**src/rtl/core/follow_target_steering_law_macros.svh**
```systemverilog
// ----------------------------------------------------------------------------
// Follow-target steering law: assertion macros
// Shorthand for the clocked, reset-qualified properties used by the RTL.
// ----------------------------------------------------------------------------
`ifndef FOLLOW_TARGET_STEERING_LAW_MACROS_SVH
`define FOLLOW_TARGET_STEERING_LAW_MACROS_SVH

// Same-cycle implication, sampled on clk, off while arst_n is low.
`define FTS_ASSERT_IMPL(label, ante, cons, msg) \
	label: assert property (@(posedge clk) disable iff (!arst_n) (ante) |-> (cons)) \
		else $error(msg);

// Next-cycle implication, sampled on clk, off while arst_n is low.
`define FTS_ASSERT_NEXT(label, ante, cons, msg) \
	label: assert property (@(posedge clk) disable iff (!arst_n) (ante) |=> (cons)) \
		else $error(msg);

`endif

```
**src/rtl/core/fts_pkg.sv**
```systemverilog
// ----------------------------------------------------------------------------
// fts_pkg
// Types, constants and tables shared by the steering law pipeline.
// ----------------------------------------------------------------------------
`default_nettype none

package fts_pkg;

	// CORDIC datapath widths
	localparam int XYW = 36;
	localparam int ZW  = 34;

	localparam logic signed [ZW-1:0] PI_Q29      = 34'sd1686629713;
	localparam logic signed [ZW-1:0] HALF_PI_Q29 = 34'sd843314857;
	localparam logic signed [ZW-1:0] ROUND_Q16   = 34'sd32768;

	localparam logic signed [15:0] PI_Q13       = 16'sd25736;
	localparam logic signed [15:0] DEADBAND_Q13 = 16'sd1073;
	localparam logic signed [13:0] TILT_Q13     = -14'sd7373;

	localparam logic [15:0] OFFSET_Q12  = 16'd2867;
	localparam logic [10:0] DMAX_Q12    = 11'd1024;
	localparam logic [31:0] NEAR_SQ_LIM = 32'd887514;

	localparam logic [29:0] LN2_Q30          = 30'd744261118;
	localparam logic [17:0] FWD_K            = 18'd144393;
	localparam logic [18:0] TURN_K           = 19'd315162;
	localparam logic [29:0] SEVEN_TENTHS_Q30 = 30'd751619277;
	localparam logic [30:0] Q30_ONE          = 31'h4000_0000;

	localparam int ISQ_STEPS = 16;
	localparam int HORNER    = 7;
	localparam int EXP_LAT   = 2 * HORNER + 2;
	localparam int DIV_BITS  = 30;
	localparam int DIV_LAT   = DIV_BITS + 1;

	typedef enum logic [1:0] {
		REG_PUSH_EN   = 2'd0,
		REG_PUSH_GAIN = 2'd1,
		REG_HEAD_EN   = 2'd2
	} reg_idx_t;

	typedef struct packed {
		logic               valid;
		logic signed [15:0] side;
		logic               near;
	} mid_sb_t;

	typedef struct packed {
		logic               valid;
		logic               dpos;
		logic               db;
		logic               neg;
		logic signed [15:0] a;
		logic signed [15:0] side;
		logic               near;
	} tail_sb_t;

	// atan(2^-i) in Q3.29
	function automatic logic signed [ZW-1:0] atan_q29(input int i);
		logic signed [ZW-1:0] v;
		case (i)
			0:  v = 34'sd421657428;
			1:  v = 34'sd248918915;
			2:  v = 34'sd131521918;
			3:  v = 34'sd66762580;
			4:  v = 34'sd33510843;
			5:  v = 34'sd16771758;
			6:  v = 34'sd8387925;
			7:  v = 34'sd4194219;
			8:  v = 34'sd2097141;
			9:  v = 34'sd1048575;
			10: v = 34'sd524288;
			11: v = 34'sd262144;
			12: v = 34'sd131072;
			13: v = 34'sd65536;
			14: v = 34'sd32768;
			15: v = 34'sd16384;
			16: v = 34'sd8192;
			17: v = 34'sd4096;
			18: v = 34'sd2048;
			19: v = 34'sd1024;
			20: v = 34'sd512;
			21: v = 34'sd256;
			22: v = 34'sd128;
			default: v = 34'sd64;
		endcase
		return v;
	endfunction

	// ceil(2^33 / k): floor(p / k) = (p * recip(k)) >> 33 for any p below 2^30.
	function automatic logic [33:0] recip(input int k);
		logic [33:0] v;
		case (k)
			1: v = 34'd8589934592;
			2: v = 34'd4294967296;
			3: v = 34'd2863311531;
			4: v = 34'd2147483648;
			5: v = 34'd1717986919;
			6: v = 34'd1431655766;
			default: v = 34'd1227133514;
		endcase
		return v;
	endfunction

endpackage

`default_nettype wire

```
**src/rtl/core/fts_isqrt.sv**
```systemverilog
// ----------------------------------------------------------------------------
// fts_isqrt
// Pipelined floor square root of a 32-bit value, one root bit per stage.
// ----------------------------------------------------------------------------
`default_nettype none

module fts_isqrt import fts_pkg::*; (
	input  wire logic        clk,
	input  wire logic        en,
	input  wire logic [31:0] sq,
	output logic      [15:0] root
);

	logic [32:0] v_s [1:ISQ_STEPS];
	logic [32:0] r_s [1:ISQ_STEPS];

	generate
		for (genvar k = 0; k < ISQ_STEPS; k++) begin : g_step
			localparam logic [32:0] BIT = 33'd1 << (30 - 2 * k);
			logic [32:0] v_in, r_in, trial;

			if (k == 0) begin : g_first
				assign v_in = {1'b0, sq};
				assign r_in = '0;
			end else begin : g_next
				assign v_in = v_s[k];
				assign r_in = r_s[k];
			end

			assign trial = r_in + BIT;

			always_ff @(posedge clk) begin
				if (en) begin
					if (v_in >= trial) begin
						v_s[k+1] <= v_in - trial;
						r_s[k+1] <= (r_in >> 1) + BIT;
					end else begin
						v_s[k+1] <= v_in;
						r_s[k+1] <= r_in >> 1;
					end
				end
			end
		end
	endgenerate

	assign root = r_s[ISQ_STEPS][15:0];

endmodule

`default_nettype wire

```
**config.mk**
```make
export PLATFORM = sky130hd
export DESIGN_NAME = fts_isqrt
export DESIGN_NICKNAME = d
export VERILOG_FILES = /design/src/rtl/core/follow_target_steering_law_macros.svh /design/src/rtl/core/fts_pkg.sv /design/src/rtl/core/fts_isqrt.sv
export SDC_FILE = /design/constraint.sdc
export NUM_CORES = 1
export LEC_CHECK = 0
export BUFFER_PORTS_ARGS = -buffer_cell sky130_fd_sc_hd__buf_2
export CORE_MARGIN = 2
export CORE_UTILIZATION = 40
export DETAILED_ROUTE_END_ITERATION = 10
export SYNTH_ARGS = -nofsm -noshare
export SYNTH_HDL_FRONTEND = slang
export SYNTH_SLANG_ARGS = --single-unit
```
**constraint.sdc**
```tcl
create_clock -name clk -period 7.76 [get_ports clk]
set_input_delay 1.552 -clock clk [delete_from_list [all_inputs] [get_ports clk]]
set_output_delay 1.552 -clock clk [all_outputs]
set_load 0.01 [all_outputs]
```
==> results.yml <==
clocking:
  ctsResizeCount: 0
  cts_tree: "yes"
  cts.sinks: 631
  hold_buffers: 0
  clockBufferDepth: 3
  cts_setup_buffers: 0
  cts-root-buf: "clkbuf_16"
  clkLatencyLatePin_ns: 0.61
  clkSlewWorstSetupHoldPaths_ns: 0.06
  cts_buffers: 69
  cts.htree.levels: 3
critical_path:
  path_class: "in2reg"
  critPathTopFamily: "buffers and inverters"
  cp_cell_sequence: "buf_8 > buf_4 > and4b_1 > o41ai_1 > nor2_1 > clkinv_1 > and4b_1 > xor2_1"
  max_stage_delay_ns: 0.68
  endpoint_kind: "flip-flop"
  path_buf_inv: 3
  critPathLaunchType: "input pin"
  crit_top_cell: "and4b_1"
  cp.required_ns: 8.13
  cp_max_fo: 98
  cp_slowest_cell: "buf_4"
  cp.arrival_ns: 4.50
synthesis:
  synth.most_common_cell: "edfxtp_1"
  synthTopCellsByArea: "edfxtp_1 (63%), ha_1 (6.2%), xor2_1 (3.5%)"
  synth-seq-cells: 631
  ys_top_cells_by_count: "edfxtp_1 (631), inv_1 (183), nand2_1 (165)"
  syn_area_sq_um: 30080
  synthArstFlopShare_pct: 0
  synth_largest_area_cell: "edfxtp_1"
  synth_area_per_cell_sq_um: 12.81
  synth_edf_count: 631
  ys_warn_count: 0
  netlist-cell-type-count: 81
  synth_seq_area_share_pct: 62.99
  syn_inst: 2348
  yosysTopAreaCellShare_pct: 62.99
  synth_nets: 2532
  ys.flop_type: "edfxtp_1"
placement:
  place_congestion: 0.9063
  hpwl_microns: 45510
  portBuffers: 49
pwr:
  peakVddDrop_uv: 165.3
  p_per_area_nw_per_um2: 262.9
  p_leak_nw: 12.47
status:
  status: "finished, final reports clean"
floorplan:
  die_h_microns: 278.2
  core_area_sq_um: 74450
  pin_count: 50
  start_util_pct: 40.41
  rows: 100
  die_w_microns: 278.2
  die-area_sq_um: 77410
detailed_routing:
  top_layer: "met4"
  vias: 18204
  wl_met3_microns: 1797
  first_iter_violations: 1232
  drt-vias-per-instance: 5.277
  dr_wl_met2_microns: 33540
  firstDrtPassIters: 5
  drt-met1-wl_microns: 23730
  wl_microns: 61640
  postRouteAntennaNets: 0
  drc: 0
  wl_per_cell_microns: 17.87
layout:
  diodes: 0
  utilization_pct: 45.19
  drive_gt1_share_pct: 8.061
  final_nets: 2613
  fillCellCount: 6592
  area_delta_synth_final_pct: 11.84
global_route:
  grt_pass1_vias: 18741
  gr-total-overflow: 0
  grt_pass1_wl_microns: 98260
  gr-usage-all-layers_pct: 16.01
  grt_max_degree: 172
  antenna_found_initial: 0
sta:
  slew_viol_final: 0
  final.setup_skew_ns: 0.04075
  worstMarginPinSlew_ns: 1.296
  tns_ns: 0
  fin_crit_sh_pct: 53.19
  timing.fmax_ghz: 0.2423
  hold_violations: 0
  setup_viol: 0
  rsz0062_at_grt: "false"
  relSlewSlack_pct: 13.36
  period_minus_slack_ns: 4.128
worst_hold_path:
  hold_path_class: "reg2reg"
run:
  cap_violations: 0
## through the flow
stage / area, sq um / total power [mW] / hold WS [ns] / std cells / setup WS, ns
4_1_cts: 33640 / 8.937 / 0.4485 / 3450 / 3.615
2_1_floorplan: 30080 / 5.398 / 0.4166 / 2348 / 4.112
5_1_grt: 33640 / 9.257 / 0.4503 / 3450 / 3.347
3_3_place_gp: 31460 / 5.745 / 0.4304 / 3327 / 3.053
6_report: 33640 / 8.845 / 0.4440 / 3450 / 3.632
3_5_place_dp: 31460 / 5.777 / 0.4350 / 3327 / 2.938
## kinds of logic (layout without fill, tap and decap cells)
| kind of cell | after synthesis | after routing | synth area share [%] |
|---|---|---|---|
| simple gates | 694 | 694 | 12.44 |
| flops | 631 | 631 | 62.99 |
| compound gates | 408 | 408 | 8.573 |
| buf+inv | 237 | 370 | 3.007 |
| xor+xnor | 212 | 212 | 6.173 |
| fa+ha+maj | 150 | 150 | 6.239 |
| mux | 16 | 16 | 0.5740 |
## registers in the layout (all words and copies together), names as in the netlist
| signal | flops |
|---|---|
| r_s | 136 |
| v_s | 495 |
## final timing paths
kind,start,slack (ns),endpoint,depth (start not counted)
worst max-delay path,en,3.63,v_s[0][230]$_DFFE_PP_,8
worst max register to register,r_s[0][351]$_DFFE_PP_,3.69,v_s[0][395]$_DFFE_PP_,9
worst min register to register,v_s[0][60]$_DFFE_PP_,0.44,v_s[0][93]$_DFFE_PP_,0
worst min-delay path,v_s[0][60]$_DFFE_PP_,0.44,v_s[0][93]$_DFFE_PP_,0
## final cells by class
class                   count  area [sq um]  share of cell area, %
clock buffers              83          1779                  5.289
clock inverters            40         399.1                  1.186
inverters                 185         694.4                  2.064
multi-input cells        1480         10240                  30.45
flip-flops and latches    631         18950                  56.32
well taps                 969          1212                  3.604
repair buffers             62         365.4                  1.086
## layout by cell type (no fill, tap or decap), drive strengths merged, types with 9 or more instances in the layout
cell type and instances:
and3 11, a211oi 11, a31oi 12, nand3 33, xor2 119, nor2 107, inv 187, nor2b 22
a2111oi 10, o211ai 10, nor4 77, or3 28, or2 11, xnor2 93, mux2 10, a21o 31
and4b 9, clkinv 32, nor3 80, o31ai 12, nand2 165, nor4b 24, edfxtp 631, o21a 29
nor3b 9, ha 150, nand4 33, o21ai 137, a21oi 95, clkbuf 83, or4 16, nand2b 26
buf 62
## routing by layer
| metal | global-route usage [%] | vias up |
|---|---|---|
| met5 | 0 | - |
| li1 | - | 8984 |
| met2 | 30.84 | 311 |
| met4 | 7.498 | 0 |
| met1 | 16.87 | 8757 |
| met3 | 2.602 | 152 |
## report_power, final
part	internal [mW]	switching (mW)	leakage, nW	total (mW)
Sequential	4.22	0.275	6.04	4.50
Combinational	0.517	0.696	5.37	1.21
Clock	1.79	1.34	1.06	3.13
Total	6.53	2.31	12.5	8.85
Power figures use the tool's default switching activity.
