$ cat src/rtl/core/follow_target_steering_law_macros.svh
// ----------------------------------------------------------------------------
// Follow-target steering law: assertion macros
// Shorthand for the clocked, reset-qualified properties used by the RTL.
// ----------------------------------------------------------------------------
`ifndef FOLLOW_TARGET_STEERING_LAW_MACROS_SVH
`define FOLLOW_TARGET_STEERING_LAW_MACROS_SVH

// Same-cycle implication, sampled on clk, off while arst_n is low.
`define FTS_ASSERT_IMPL(label, ante, cons, msg) \
	label: assert property (@(posedge clk) disable iff (!arst_n) (ante) |-> (cons)) \
		else $error(msg);

// Next-cycle implication, sampled on clk, off while arst_n is low.
`define FTS_ASSERT_NEXT(label, ante, cons, msg) \
	label: assert property (@(posedge clk) disable iff (!arst_n) (ante) |=> (cons)) \
		else $error(msg);

`endif

$ cat src/rtl/core/fts_pkg.sv
// ----------------------------------------------------------------------------
// fts_pkg
// Types, constants and tables shared by the steering law pipeline.
// ----------------------------------------------------------------------------
`default_nettype none

package fts_pkg;

	// CORDIC datapath widths
	localparam int XYW = 36;
	localparam int ZW  = 34;

	localparam logic signed [ZW-1:0] PI_Q29      = 34'sd1686629713;
	localparam logic signed [ZW-1:0] HALF_PI_Q29 = 34'sd843314857;
	localparam logic signed [ZW-1:0] ROUND_Q16   = 34'sd32768;

	localparam logic signed [15:0] PI_Q13       = 16'sd25736;
	localparam logic signed [15:0] DEADBAND_Q13 = 16'sd1073;
	localparam logic signed [13:0] TILT_Q13     = -14'sd7373;

	localparam logic [15:0] OFFSET_Q12  = 16'd2867;
	localparam logic [10:0] DMAX_Q12    = 11'd1024;
	localparam logic [31:0] NEAR_SQ_LIM = 32'd887514;

	localparam logic [29:0] LN2_Q30          = 30'd744261118;
	localparam logic [17:0] FWD_K            = 18'd144393;
	localparam logic [18:0] TURN_K           = 19'd315162;
	localparam logic [29:0] SEVEN_TENTHS_Q30 = 30'd751619277;
	localparam logic [30:0] Q30_ONE          = 31'h4000_0000;

	localparam int ISQ_STEPS = 16;
	localparam int HORNER    = 7;
	localparam int EXP_LAT   = 2 * HORNER + 2;
	localparam int DIV_BITS  = 30;
	localparam int DIV_LAT   = DIV_BITS + 1;

	typedef enum logic [1:0] {
		REG_PUSH_EN   = 2'd0,
		REG_PUSH_GAIN = 2'd1,
		REG_HEAD_EN   = 2'd2
	} reg_idx_t;

	typedef struct packed {
		logic               valid;
		logic signed [15:0] side;
		logic               near;
	} mid_sb_t;

	typedef struct packed {
		logic               valid;
		logic               dpos;
		logic               db;
		logic               neg;
		logic signed [15:0] a;
		logic signed [15:0] side;
		logic               near;
	} tail_sb_t;

	// atan(2^-i) in Q3.29
	function automatic logic signed [ZW-1:0] atan_q29(input int i);
		logic signed [ZW-1:0] v;
		case (i)
			0:  v = 34'sd421657428;
			1:  v = 34'sd248918915;
			2:  v = 34'sd131521918;
			3:  v = 34'sd66762580;
			4:  v = 34'sd33510843;
			5:  v = 34'sd16771758;
			6:  v = 34'sd8387925;
			7:  v = 34'sd4194219;
			8:  v = 34'sd2097141;
			9:  v = 34'sd1048575;
			10: v = 34'sd524288;
			11: v = 34'sd262144;
			12: v = 34'sd131072;
			13: v = 34'sd65536;
			14: v = 34'sd32768;
			15: v = 34'sd16384;
			16: v = 34'sd8192;
			17: v = 34'sd4096;
			18: v = 34'sd2048;
			19: v = 34'sd1024;
			20: v = 34'sd512;
			21: v = 34'sd256;
			22: v = 34'sd128;
			default: v = 34'sd64;
		endcase
		return v;
	endfunction

	// ceil(2^33 / k): floor(p / k) = (p * recip(k)) >> 33 for any p below 2^30.
	function automatic logic [33:0] recip(input int k);
		logic [33:0] v;
		case (k)
			1: v = 34'd8589934592;
			2: v = 34'd4294967296;
			3: v = 34'd2863311531;
			4: v = 34'd2147483648;
			5: v = 34'd1717986919;
			6: v = 34'd1431655766;
			default: v = 34'd1227133514;
		endcase
		return v;
	endfunction

endpackage

`default_nettype wire

$ cat src/rtl/core/fts_cordic.sv
// ----------------------------------------------------------------------------
// fts_cordic
// Pipelined vectoring CORDIC giving the bearing atan2(y, x) in Q3.13.
// ----------------------------------------------------------------------------
`default_nettype none

module fts_cordic import fts_pkg::*; #(
	parameter int STEPS = 16
) (
	input  wire logic               clk,
	input  wire logic               en,
	input  wire logic signed [15:0] gx,
	input  wire logic signed [15:0] gy,
	output logic signed      [15:0] bearing
);

	logic signed [XYW-1:0] x_s [0:STEPS];
	logic signed [XYW-1:0] y_s [0:STEPS];
	logic signed [ZW-1:0]  z_s [0:STEPS];
	logic                  zero_s [0:STEPS];

	logic signed [XYW-1:0] xe, ye, x0, y0;
	logic signed [ZW-1:0]  z0;
	logic signed [ZW-1:0]  zc, zr;
	logic signed [15:0]    bearing_q;

	assign xe = {{(XYW-32){gx[15]}}, gx, 16'd0};
	assign ye = {{(XYW-32){gy[15]}}, gy, 16'd0};

	// Left half plane: rotate by a quarter turn so the iterations converge.
	always_comb begin
		x0 = xe;
		y0 = ye;
		z0 = '0;
		if (gx < 0) begin
			if (gy >= 0) begin
				x0 = ye;
				y0 = -xe;
				z0 = HALF_PI_Q29;
			end else begin
				x0 = -ye;
				y0 = xe;
				z0 = -HALF_PI_Q29;
			end
		end
	end

	always_ff @(posedge clk) begin
		if (en) begin
			x_s[0]    <= x0;
			y_s[0]    <= y0;
			z_s[0]    <= z0;
			zero_s[0] <= (gx == 16'sd0) && (gy == 16'sd0);
		end
	end

	generate
		for (genvar i = 0; i < STEPS; i++) begin : g_step
			always_ff @(posedge clk) begin
				if (en) begin
					if (y_s[i] >= 0) begin
						x_s[i+1] <= x_s[i] + (y_s[i] >>> i);
						y_s[i+1] <= y_s[i] - (x_s[i] >>> i);
						z_s[i+1] <= z_s[i] + atan_q29(i);
					end else begin
						x_s[i+1] <= x_s[i] - (y_s[i] >>> i);
						y_s[i+1] <= y_s[i] + (x_s[i] >>> i);
						z_s[i+1] <= z_s[i] - atan_q29(i);
					end
					zero_s[i+1] <= zero_s[i];
				end
			end
		end
	endgenerate

	always_comb begin
		zc = z_s[STEPS];
		if (zc > PI_Q29) zc = PI_Q29;
		if (zc < -PI_Q29) zc = -PI_Q29;
		zr = (zc + ROUND_Q16) >>> 16;
		if (zr > ZW'(PI_Q13)) zr = ZW'(PI_Q13);
		if (zr < -ZW'(PI_Q13)) zr = -ZW'(PI_Q13);
	end

	always_ff @(posedge clk) begin
		if (en) begin
			bearing_q <= zero_s[STEPS] ? 16'sd0 : zr[15:0];
		end
	end

	assign bearing = bearing_q;

endmodule

`default_nettype wire

$ cat config.mk
export PLATFORM = sky130hd
export DESIGN_NAME = fts_cordic
export DESIGN_NICKNAME = d
export VERILOG_FILES = /design/src/rtl/core/follow_target_steering_law_macros.svh /design/src/rtl/core/fts_pkg.sv /design/src/rtl/core/fts_cordic.sv
export SDC_FILE = /design/constraint.sdc
export NUM_CORES = 2
export LEC_CHECK = 0
export ABC_AREA = 1
export BUFFER_PORTS_ARGS = -buffer_cell sky130_fd_sc_hd__clkbuf_2
export CORE_MARGIN = 3
export CORE_UTILIZATION = 45
export DETAILED_ROUTE_END_ITERATION = 12
export PLACE_DENSITY = 0.63
export REMOVE_ABC_BUFFERS = 1
export SETUP_SLACK_MARGIN = 0.4
export SLEW_MARGIN = 20
export SYNTH_ARGS = -nofsm -noshare
export SYNTH_HDL_FRONTEND = slang
export SYNTH_SLANG_ARGS = --single-unit
export TNS_END_PERCENT = 30
$ cat constraint.sdc
create_clock -name clk -period 6.2 [get_ports clk]
set_input_delay 0.93 -clock clk [delete_from_list [all_inputs] [get_ports clk]]
set_output_delay 0.93 -clock clk [all_outputs]
set_load 0.03 [all_outputs]
==> impl_metrics.toml <==
[worst_setup_path]
crit_fanout = 5
required_ns = 6.84
start_kind = "register"
cp.depth = 25
critPathTopFamily = "simple AND/OR/NAND/NOR gates"
cp_slowest_cell = "edfxtp_1"
r2r_cells = 25
worst_path_largest_cell_delay_ns = 0.51
crit_top_cell = "buf_4"
cp_num_buf_inv = 7
cp.arrival_ns = 6.15
end_kind = "register"
path_class = "reg2reg"

[sta]
setup_viol = 0
min_period_ns = 5.51
hold_violations = 0
whs_ns = 0.410
finClkSkew_ns = 0.0697
grt_setup_unrepaired = "yes"
period_share = 0.888
worst_slack_ns = 0.692
max_freq_mhz = 182
final_max_slew_viol_count = 0
finalSetupTns_ns = 0
tightest_slew_ns = 1.02
slew_headroom = 0.322

[cts]
clock_sinks = 1483
holdBufCountCts = 0
clkSlewWorstSetupHoldPaths_ns = 0.06
cts_made_buffers = 176
root_buffer = "clkbuf_16"
cts_buffer_depth = 3
cts_tree = "built"
worst_skew_pair.late_latency_ns = 0.84
htree_levels = 4

[drt]
drc_errors = 0
ant_nets = 0
viasPerCell = 5.29
wire_per_inst_um = 16.9
drt_iter0_markers = 5368
wl_um = 289000
firstDrtPassIters = 8
vias = 90500

[final_layout]
final_nets = 15000
area_growth_pct = 10.4
multi_input_area_mm2 = 0.0668
drive_gt1_frac = 0.0509
final_cell_mix = "nand2_1, edfxtp_1, a21oi_1, inv_1, ha_1"
layout.cells.non_filler = 17100
seqCellArea_mm2 = 0.0445
final_common_cell = "nand2_1"
fillers = 24300

[logic_synthesis]
synth_cells = 13300
synthFlopType = "edfxtp_1"
postSynthAreaPerCell_um2 = 8.83
synth.distinct_cells = 66
synth_area_mm2 = 0.117
async_flop_share = 0
yosysSeqAreaShare = 0.380
ys.warnings.count = 0
ys_ff_latch = 1483
synth-edff-count = 1483

[floorplanning]
die_area_mm2 = 0.267
die_w_um = 516
die_y_um = 516
coreArea_mm2 = 0.258
num_io_pins = 50
start_util = 0.454
rows = 186

[global_routing]
grt_start_max_net_pins = 168
grt_use_met1 = 0.249
grt_pass1_wl_um = 463000
grt_util_met3 = 0.0240
grt_use_total = 0.214
antenna_found_initial = 6
met2_usage = 0.395
grt.busiest_layer = "met2"
first_global_vias = 88300
global_route.overflow_total = 0

[placement]
dpl.cell_count = 16800
place_congestion = 0.975
port_buffers = 49
post-place-ws_ns = 0.428
hpwl_um = 234000

[worst_hold_path]
hold_path.class = "reg2reg"
hold_depth = 0

[flow_run]
max-cap-violations = 0

[status]
status = "finished clean"
-- final timing paths --
check | startpoint | end | slack [ns]
max | y_s[10][10]$_DFFE_PP_ | x_s[11][30]$_DFFE_PP_ | 0.69
min | z_s[10][17]$_DFFE_PP_ | z_s[11][17]$_DFFE_PP_ | 0.41
min reg2reg | z_s[10][17]$_DFFE_PP_ | z_s[11][17]$_DFFE_PP_ | 0.41
max reg2reg | y_s[10][10]$_DFFE_PP_ | x_s[11][30]$_DFFE_PP_ | 0.69
-- Yosys cell counts (30+ instances only) --
master	count	area (um2)
ha_1	1297	16200
xor2_1	1178	10300
o21a_1	57	428
o21bai_1	53	398
fa_1	41	821
a211oi_1	45	338
nand2_1	2059	7730
o211ai_1	56	420
nand3_1	395	1980
a21boi_0	40	300
xnor2_1	703	6160
or2_2	40	250
nor3b_1	30	225
clkbuf_1	137	514
edfxtp_1	1483	44500
a21oi_1	1483	7420
o21ai_0	727	3640
o31ai_1	89	668
a31oi_1	137	857
nor4_1	74	463
nor2_1	1065	4000
inv_1	1429	5360
a21o_1	54	405
nor3_1	236	1180
nand4_1	109	682
o21ai_1	32	160
-- cells by family (layout without fill, tap and decap cells) --
group                      count (synthesis)  count (layout)  share of synthesized area
other                                      1               8                  0.0000320
buffers and inverters                   1595            2065                     0.0513
adders and majority gates               1338            1338                      0.145
DFF                                     1483            1483                      0.380
xor gates and xnor gates                1882            1882                      0.141
and+or+nand+nor                         4059            4059                      0.144
AOI/OAI and AO/OA                       2909            2909                      0.138
-- registers in the layout, summed over array words and instances, names as in the netlist --
register,count
y_s,459
x_s,447
zero_s,17
bearing,16
z_s,544
-- worst reg2reg max path: cells and delay by family, from the launching register on --
kind,cells,cell delay [ns]
AOI/OAI and AO/OA,7,1.26
xor gates and xnor gates,2,0.28
adders and majority gates,2,0.52
buffers and inverters,7,1.00
DFF,1,0.51
and+or+nand+nor,7,1.75
-- layer usage --
metal,up-vias,share of wire
li1,46800,-
met1,41500,0.42
met2,1639,0.50
met3,626,0.034
met4,0,0.048
met5,-,0
-- stage by stage --
step	cell area, um2	utilization
after CTS	129000	0.500
after global routing	129000	0.501
final	129000	0.501
after global placement	123000	0.477
after floorplan	117000	-
after detailed placement	123000	0.477
-- timing repair --
action / CTS / global route
gates resized for setup: 0 / 37
buffers inserted: 0 / 3
setup endpoints to repair: 0 / 48
-- cell type report --
class | instances | share of cell area
Clock inverter | 131 | 0.0115
Tap cell | 3384 | 0.0327
Antenna cell | 5 | 0.0000967
Clock buffer | 195 | 0.0349
Sequential cell | 1483 | 0.344
Timing Repair Buffer | 297 | 0.0182
Inverter | 1442 | 0.0418
Multi-Input combinational cell | 10200 | 0.517
Power is not shown: default switching activity piles up to over one toggle a cycle in this logic, so the estimate is an artifact.
