**config.mk**
```make
export PLATFORM = sky130hd
export DESIGN_NAME = fts_div
export DESIGN_NICKNAME = d
export VERILOG_FILES = /design/src/rtl/core/follow_target_steering_law_macros.svh /design/src/rtl/core/fts_pkg.sv /design/src/rtl/core/fts_div.sv
export SDC_FILE = /design/constraint.sdc
export NUM_CORES = 2
export LEC_CHECK = 0
export BUFFER_PORTS_ARGS = -buffer_cell sky130_fd_sc_hd__buf_2
export CAP_MARGIN = 25
export CORE_ASPECT_RATIO = 0.75
export CORE_UTILIZATION = 35
export CTS_BUF_LIST = sky130_fd_sc_hd__clkbuf_16
export CTS_CLUSTER_SIZE = 14
export DETAILED_ROUTE_END_ITERATION = 7
export GPL_ROUTABILITY_DRIVEN = 0
export SKIP_CTS_REPAIR_TIMING = 1
export SLEW_MARGIN = 20
export SYNTH_ARGS = -nofsm -noshare
export SYNTH_HDL_FRONTEND = slang
export SYNTH_SLANG_ARGS = --single-unit
```
**constraint.sdc**
```tcl
create_clock -name clk -period 3.8 [get_ports clk]
set_input_delay 0.38 -clock clk [delete_from_list [all_inputs] [get_ports clk]]
set_output_delay 0.38 -clock clk [all_outputs]
set_load 0.02 [all_outputs]
```
**src/rtl/core/follow_target_steering_law_macros.svh**
```systemverilog
// ----------------------------------------------------------------------------
// Follow-target steering law: assertion macros
// Shorthand for the clocked, reset-qualified properties used by the RTL.
// ----------------------------------------------------------------------------
`ifndef FOLLOW_TARGET_STEERING_LAW_MACROS_SVH
`define FOLLOW_TARGET_STEERING_LAW_MACROS_SVH

// Same-cycle implication, sampled on clk, off while arst_n is low.
`define FTS_ASSERT_IMPL(label, ante, cons, msg) \
	label: assert property (@(posedge clk) disable iff (!arst_n) (ante) |-> (cons)) \
		else $error(msg);

// Next-cycle implication, sampled on clk, off while arst_n is low.
`define FTS_ASSERT_NEXT(label, ante, cons, msg) \
	label: assert property (@(posedge clk) disable iff (!arst_n) (ante) |=> (cons)) \
		else $error(msg);

`endif

```
**src/rtl/core/fts_pkg.sv**
```systemverilog
// ----------------------------------------------------------------------------
// fts_pkg
// Types, constants and tables shared by the steering law pipeline.
// ----------------------------------------------------------------------------
`default_nettype none

package fts_pkg;

	// CORDIC datapath widths
	localparam int XYW = 36;
	localparam int ZW  = 34;

	localparam logic signed [ZW-1:0] PI_Q29      = 34'sd1686629713;
	localparam logic signed [ZW-1:0] HALF_PI_Q29 = 34'sd843314857;
	localparam logic signed [ZW-1:0] ROUND_Q16   = 34'sd32768;

	localparam logic signed [15:0] PI_Q13       = 16'sd25736;
	localparam logic signed [15:0] DEADBAND_Q13 = 16'sd1073;
	localparam logic signed [13:0] TILT_Q13     = -14'sd7373;

	localparam logic [15:0] OFFSET_Q12  = 16'd2867;
	localparam logic [10:0] DMAX_Q12    = 11'd1024;
	localparam logic [31:0] NEAR_SQ_LIM = 32'd887514;

	localparam logic [29:0] LN2_Q30          = 30'd744261118;
	localparam logic [17:0] FWD_K            = 18'd144393;
	localparam logic [18:0] TURN_K           = 19'd315162;
	localparam logic [29:0] SEVEN_TENTHS_Q30 = 30'd751619277;
	localparam logic [30:0] Q30_ONE          = 31'h4000_0000;

	localparam int ISQ_STEPS = 16;
	localparam int HORNER    = 7;
	localparam int EXP_LAT   = 2 * HORNER + 2;
	localparam int DIV_BITS  = 30;
	localparam int DIV_LAT   = DIV_BITS + 1;

	typedef enum logic [1:0] {
		REG_PUSH_EN   = 2'd0,
		REG_PUSH_GAIN = 2'd1,
		REG_HEAD_EN   = 2'd2
	} reg_idx_t;

	typedef struct packed {
		logic               valid;
		logic signed [15:0] side;
		logic               near;
	} mid_sb_t;

	typedef struct packed {
		logic               valid;
		logic               dpos;
		logic               db;
		logic               neg;
		logic signed [15:0] a;
		logic signed [15:0] side;
		logic               near;
	} tail_sb_t;

	// atan(2^-i) in Q3.29
	function automatic logic signed [ZW-1:0] atan_q29(input int i);
		logic signed [ZW-1:0] v;
		case (i)
			0:  v = 34'sd421657428;
			1:  v = 34'sd248918915;
			2:  v = 34'sd131521918;
			3:  v = 34'sd66762580;
			4:  v = 34'sd33510843;
			5:  v = 34'sd16771758;
			6:  v = 34'sd8387925;
			7:  v = 34'sd4194219;
			8:  v = 34'sd2097141;
			9:  v = 34'sd1048575;
			10: v = 34'sd524288;
			11: v = 34'sd262144;
			12: v = 34'sd131072;
			13: v = 34'sd65536;
			14: v = 34'sd32768;
			15: v = 34'sd16384;
			16: v = 34'sd8192;
			17: v = 34'sd4096;
			18: v = 34'sd2048;
			19: v = 34'sd1024;
			20: v = 34'sd512;
			21: v = 34'sd256;
			22: v = 34'sd128;
			default: v = 34'sd64;
		endcase
		return v;
	endfunction

	// ceil(2^33 / k): floor(p / k) = (p * recip(k)) >> 33 for any p below 2^30.
	function automatic logic [33:0] recip(input int k);
		logic [33:0] v;
		case (k)
			1: v = 34'd8589934592;
			2: v = 34'd4294967296;
			3: v = 34'd2863311531;
			4: v = 34'd2147483648;
			5: v = 34'd1717986919;
			6: v = 34'd1431655766;
			default: v = 34'd1227133514;
		endcase
		return v;
	endfunction

endpackage

`default_nettype wire

```
**src/rtl/core/fts_div.sv**
```systemverilog
// ----------------------------------------------------------------------------
// fts_div
// Pipelined restoring divider for tanh: (1 - e) / (1 + e) in Q30,
// one quotient bit per stage.
// ----------------------------------------------------------------------------
`default_nettype none

module fts_div import fts_pkg::*; (
	input  wire logic        clk,
	input  wire logic        en,
	input  wire logic [30:0] e,
	output logic      [30:0] th
);

	logic [31:0] rem_s [0:DIV_BITS];
	logic [31:0] den_s [0:DIV_BITS];
	logic [30:0] q_s   [0:DIV_BITS];

	// With e at zero the quotient is exactly one, so the top bit is set
	// up front and the remainder starts empty.
	always_ff @(posedge clk) begin
		if (en) begin
			den_s[0] <= 32'(Q30_ONE) + 32'(e);
			if (e == 31'd0) begin
				rem_s[0] <= '0;
				q_s[0]   <= 31'd1;
			end else begin
				rem_s[0] <= 32'(Q30_ONE - e);
				q_s[0]   <= '0;
			end
		end
	end

	generate
		for (genvar i = 0; i < DIV_BITS; i++) begin : g_step
			logic [32:0] rem2;
			logic [32:0] diff;

			assign rem2 = {rem_s[i], 1'b0};
			assign diff = rem2 - {1'b0, den_s[i]};

			always_ff @(posedge clk) begin
				if (en) begin
					den_s[i+1] <= den_s[i];
					if (rem2 >= {1'b0, den_s[i]}) begin
						rem_s[i+1] <= diff[31:0];
						q_s[i+1]   <= {q_s[i][29:0], 1'b1};
					end else begin
						rem_s[i+1] <= rem2[31:0];
						q_s[i+1]   <= {q_s[i][29:0], 1'b0};
					end
				end
			end
		end
	endgenerate

	assign th = q_s[DIV_BITS];

endmodule

`default_nettype wire

```
==> run_results.csv <==
group,metric,value,unit
floorplanning,die_w,715.4,um
yosys,synth_fp_nets,12833,
floorplanning,fp-row-count,196,
yosys,synth_cell_types,93,
cells_and_area,layout_commonest_cell,"edfxtp_1",
setup_path,end_kind,"register",
sta,period_share,98.41,%
grt,grt_pass1_wl,483600,um
yosys,synth_seq_area_share,54.29,%
setup_path,crit_slowest_cell,"edfxtp_1",
placed_design,dpl_cell_area,144300,um2
sta,fin_ws,0.06053,ns
cells_and_area,n_fill_cell,36097,
grt,grt_max_degree,184,
setup_path,cp.buffers_inverters,3,
clock_network,htree_levels,4,
yosys,async_flop_share,0,%
power_and_ir_drop,p_sw,45.48,mW
power_and_ir_drop,irDropWorstVdd,408.5,uV
clock_network,insertion_delay,0.93,ns
yosys,synth.area.top_cells,"edfxtp_1 (54%), ha_1 (9.0%), inv_1 (3.4%)",
setup_path,crit_type,"reg2reg",
sta,slew_violations,0,
power_and_ir_drop,switching_share,36.59,%
cells_and_area,fin_nets,13499,
placed_design,dpl.cell_count,17217,
clock_network,cts.path.max_buffers,4,
route,drcViolationCount,0,
yosys,synth.largest_area_cell,"edfxtp_1",
setup_path,required,4.42,ns
floorplanning,coreArea,380100,um2
setup_path,setup.worst_path.start_class,"register",
yosys,yosys_warnings,0,
setup_path,slowest_delay,0.44,ns
setup_path,critical_path_arrival,4.36,ns
cells_and_area,instances_no_fill,17729,
placed_design,place_ws,-0.1808,ns
grt,grt_pass1_vias,84587,
worst_hold_path,min_path_type,"in2reg",
grt,antenna_found_initial,19,
grt,grt_use_total,15.74,%
sta,period_needed,3.739,ns
setup_path,crit_chain,"ha_4 > nor2b_4 > o31a_1 > o41a_1 > a41o_1 > o311ai_2 > buf_4 > a21oi_4 > o21a_1 > nor2_2 > o211ai_1 > a21oi_4 > buf_12 > buf_12 > mux2_4",
floorplanning,ios,64,
yosys,synth_flop_cell,"edfxtp_1",
sta,setup_viol,0,
route,dr.pass1.iters,6,
power_and_ir_drop,p_clk_share,19.7,%
sta,rsz0062_at_grt,"yes",
sta,tightestPinTransition,1.093,ns
placed_design,port_buffers,63,
cells_and_area,final_cell_mix,"edfxtp_1 (2414), inv_1 (1237), ha_1 (954), nand2_1 (871), a21oi_1 (837)",
yosys,syn_area,133600,um2
route,dr_total_vias,90072,
setup_path,path_max_fanout,7,
route,wl_per_cell,17.66,um
yosys,avgSynthCellArea,11.31,um2
floorplanning,die_area,384200,um2
power_and_ir_drop,p_seq_share,34.9,%
clock_network,cts_tree,"yes",
yosys,yosys_register_bits,2416,
yosys,yosys.area.top_type_share,54.26,%
cells_and_area,drive_gt1_share,12.40,%
outcome,status,"completed",
sta,hold_viol,0,
cells_and_area,stdcell_area,153900,um2
route,avgViaCountPerCell,5.080,
yosys,synthCells,11811,
route,drtAntennaViolNets,0,
clock_network,clkSinkCount,2416,
sta,relSlewSlack,27.11,%
route,drt_first_iter_violations,7599,
clock_network,clk_pin_slew,0.07,ns
route,finalWirelength,313000,um
grt,grt.overflow.total,0,
yosys,synth_edf_count,2414,
power_and_ir_drop,leakage,62.56,nW
power_and_ir_drop,pwr-share-comb,45.5,%
clock_network,cts_buffers,244,
power_and_ir_drop,powerDensity,807.8,nW/um2
sta,fmax,267.4,MHz
setup_path,crit_family,"compound AO/OA/AOI/OAI gates",
job,cap_violations,0,
floorplanning,initial_core_util,35.15,%
clock_network,cts-root-buf,"clkbuf_16",
cells_and_area,area_growth,15.18,%
placed_design,dp_hpwl,236300,um
floorplanning,fp.dieH,537.0,um
sta,clock_skew,0.1147,ns
power_and_ir_drop,power,124.3,mW
power_and_ir_drop,p_int,78.82,mW
-- routing by layer --
layer  part of all wire (%)  vias up  track usage (%)
met1                     49    43055            23.40
met2                     43     2098            24.25
li1                       -    44537                -
met4                    1.8        0            3.155
met3                    6.0      382            2.488
met5                      0        -                0
-- power by group through the flow --
stage / clock network (mW) / logic (mW) / registers, mW
6_report: 24.5 / 56.5 / 43.3
5_1_grt: 26.1 / 62.9 / 44.0
4_1_cts: 25.1 / 54.8 / 43.4
3_5_place_dp: 0 / 54.4 / 43.9
3_3_place_gp: 0 / 53.9 / 44.0
2_1_floorplan: 0 / 40.3 / 41.3
-- flip-flops by register name (all words and copies together), names as in the netlist --
signal  flops
den_s     960
rem_s     960
q_s       496
-- cell families (layout without fill, tap and decap cells) --
kind of cell,after synthesis,count (layout),share of synthesized area (%)
adder cells (fa/ha/maj),989,989,9.426
other,0,7,0
buffers and inverters,1531,2393,4.441
AND/OR/NAND/NOR,2716,2716,9.826
XOR/XNOR,772,772,5.061
multiplexers,309,309,2.565
AO/OA/AOI/OAI,3078,3078,14.39
flip-flops,2416,2416,54.29
-- per-stage QoR --
| stage | utilization [%] | hold WS (ns) | setup TNS [ns] |
|---|---|---|---|
| 2_1_floorplan | - | 0.4003 | 0 |
| 3_3_place_gp | 37.96 | 0.4001 | -5.002 |
| 3_5_place_dp | 37.96 | 0.4045 | -8.726 |
| 4_1_cts | 40.07 | -0.4165 | -15.44 |
| 5_1_grt | 40.48 | 0.1820 | -0.9731 |
| 6_report | 40.48 | 0.2209 | 0 |
-- cell usage after synthesis (20+ instances only) --
cell	number
o21bai_1	102
and4_1	27
nand3b_1	23
a31oi_1	94
a211oi_1	73
or4_1	20
edfxtp_1	2414
a21oi_1	862
o21ai_0	807
nor2_1	622
a21o_1	492
or2_2	36
ha_1	960
nand2_1	871
o31a_1	27
buf_2	29
nand3_1	208
or3_1	46
xnor2_1	437
clkbuf_1	246
mux2i_1	42
inv_1	1208
mux2_2	266
and3_1	96
a221o_1	20
nor3b_1	20
a211o_1	22
o21a_1	140
and2_1	70
nor3_1	143
xor2_1	335
nor4_1	43
o31ai_1	100
nand4_1	135
nand2b_1	137
a21boi_0	40
fa_1	29
buf_4	36
o211ai_1	51
a31o_2	26
nor2b_1	163
-- area by class of cell --
type	count	area (um2)	area share [%]
Clock buffer	245	6131	3.984
Timing Repair Buffer	742	6251	4.062
Multi-Input combinational cell	7864	56200	36.52
Sequential cell	2416	72530	47.14
Antenna cell	7	17.52	0.01138
Clock inverter	197	1892	1.229
Tap cell	5049	6317	4.106
Inverter	1209	4541	2.951
-- worst reg2reg max path: cells and delay by family, from the launching register on --
kind,cells,cell delay (ns)
buffers and inverters,3,0.50
AND/OR/NAND/NOR,2,0.22
flip-flops,1,0.44
multiplexers,1,0.30
adder cells (fa/ha/maj),1,0.24
AO/OA/AOI/OAI,8,1.73
-- final timing paths --
kind         slack [ns]            end  depth (start not counted)     startpoint
max                0.06  rem_s[1][216]                         15  rem_s[1][160]
min                0.22   den_s[0][18]                          2          e[18]
max reg2reg        0.06  rem_s[1][216]                         15  rem_s[1][160]
min reg2reg        0.36    q_s[1][436]                          0    q_s[1][404]
Power figures use the tool's default switching activity.
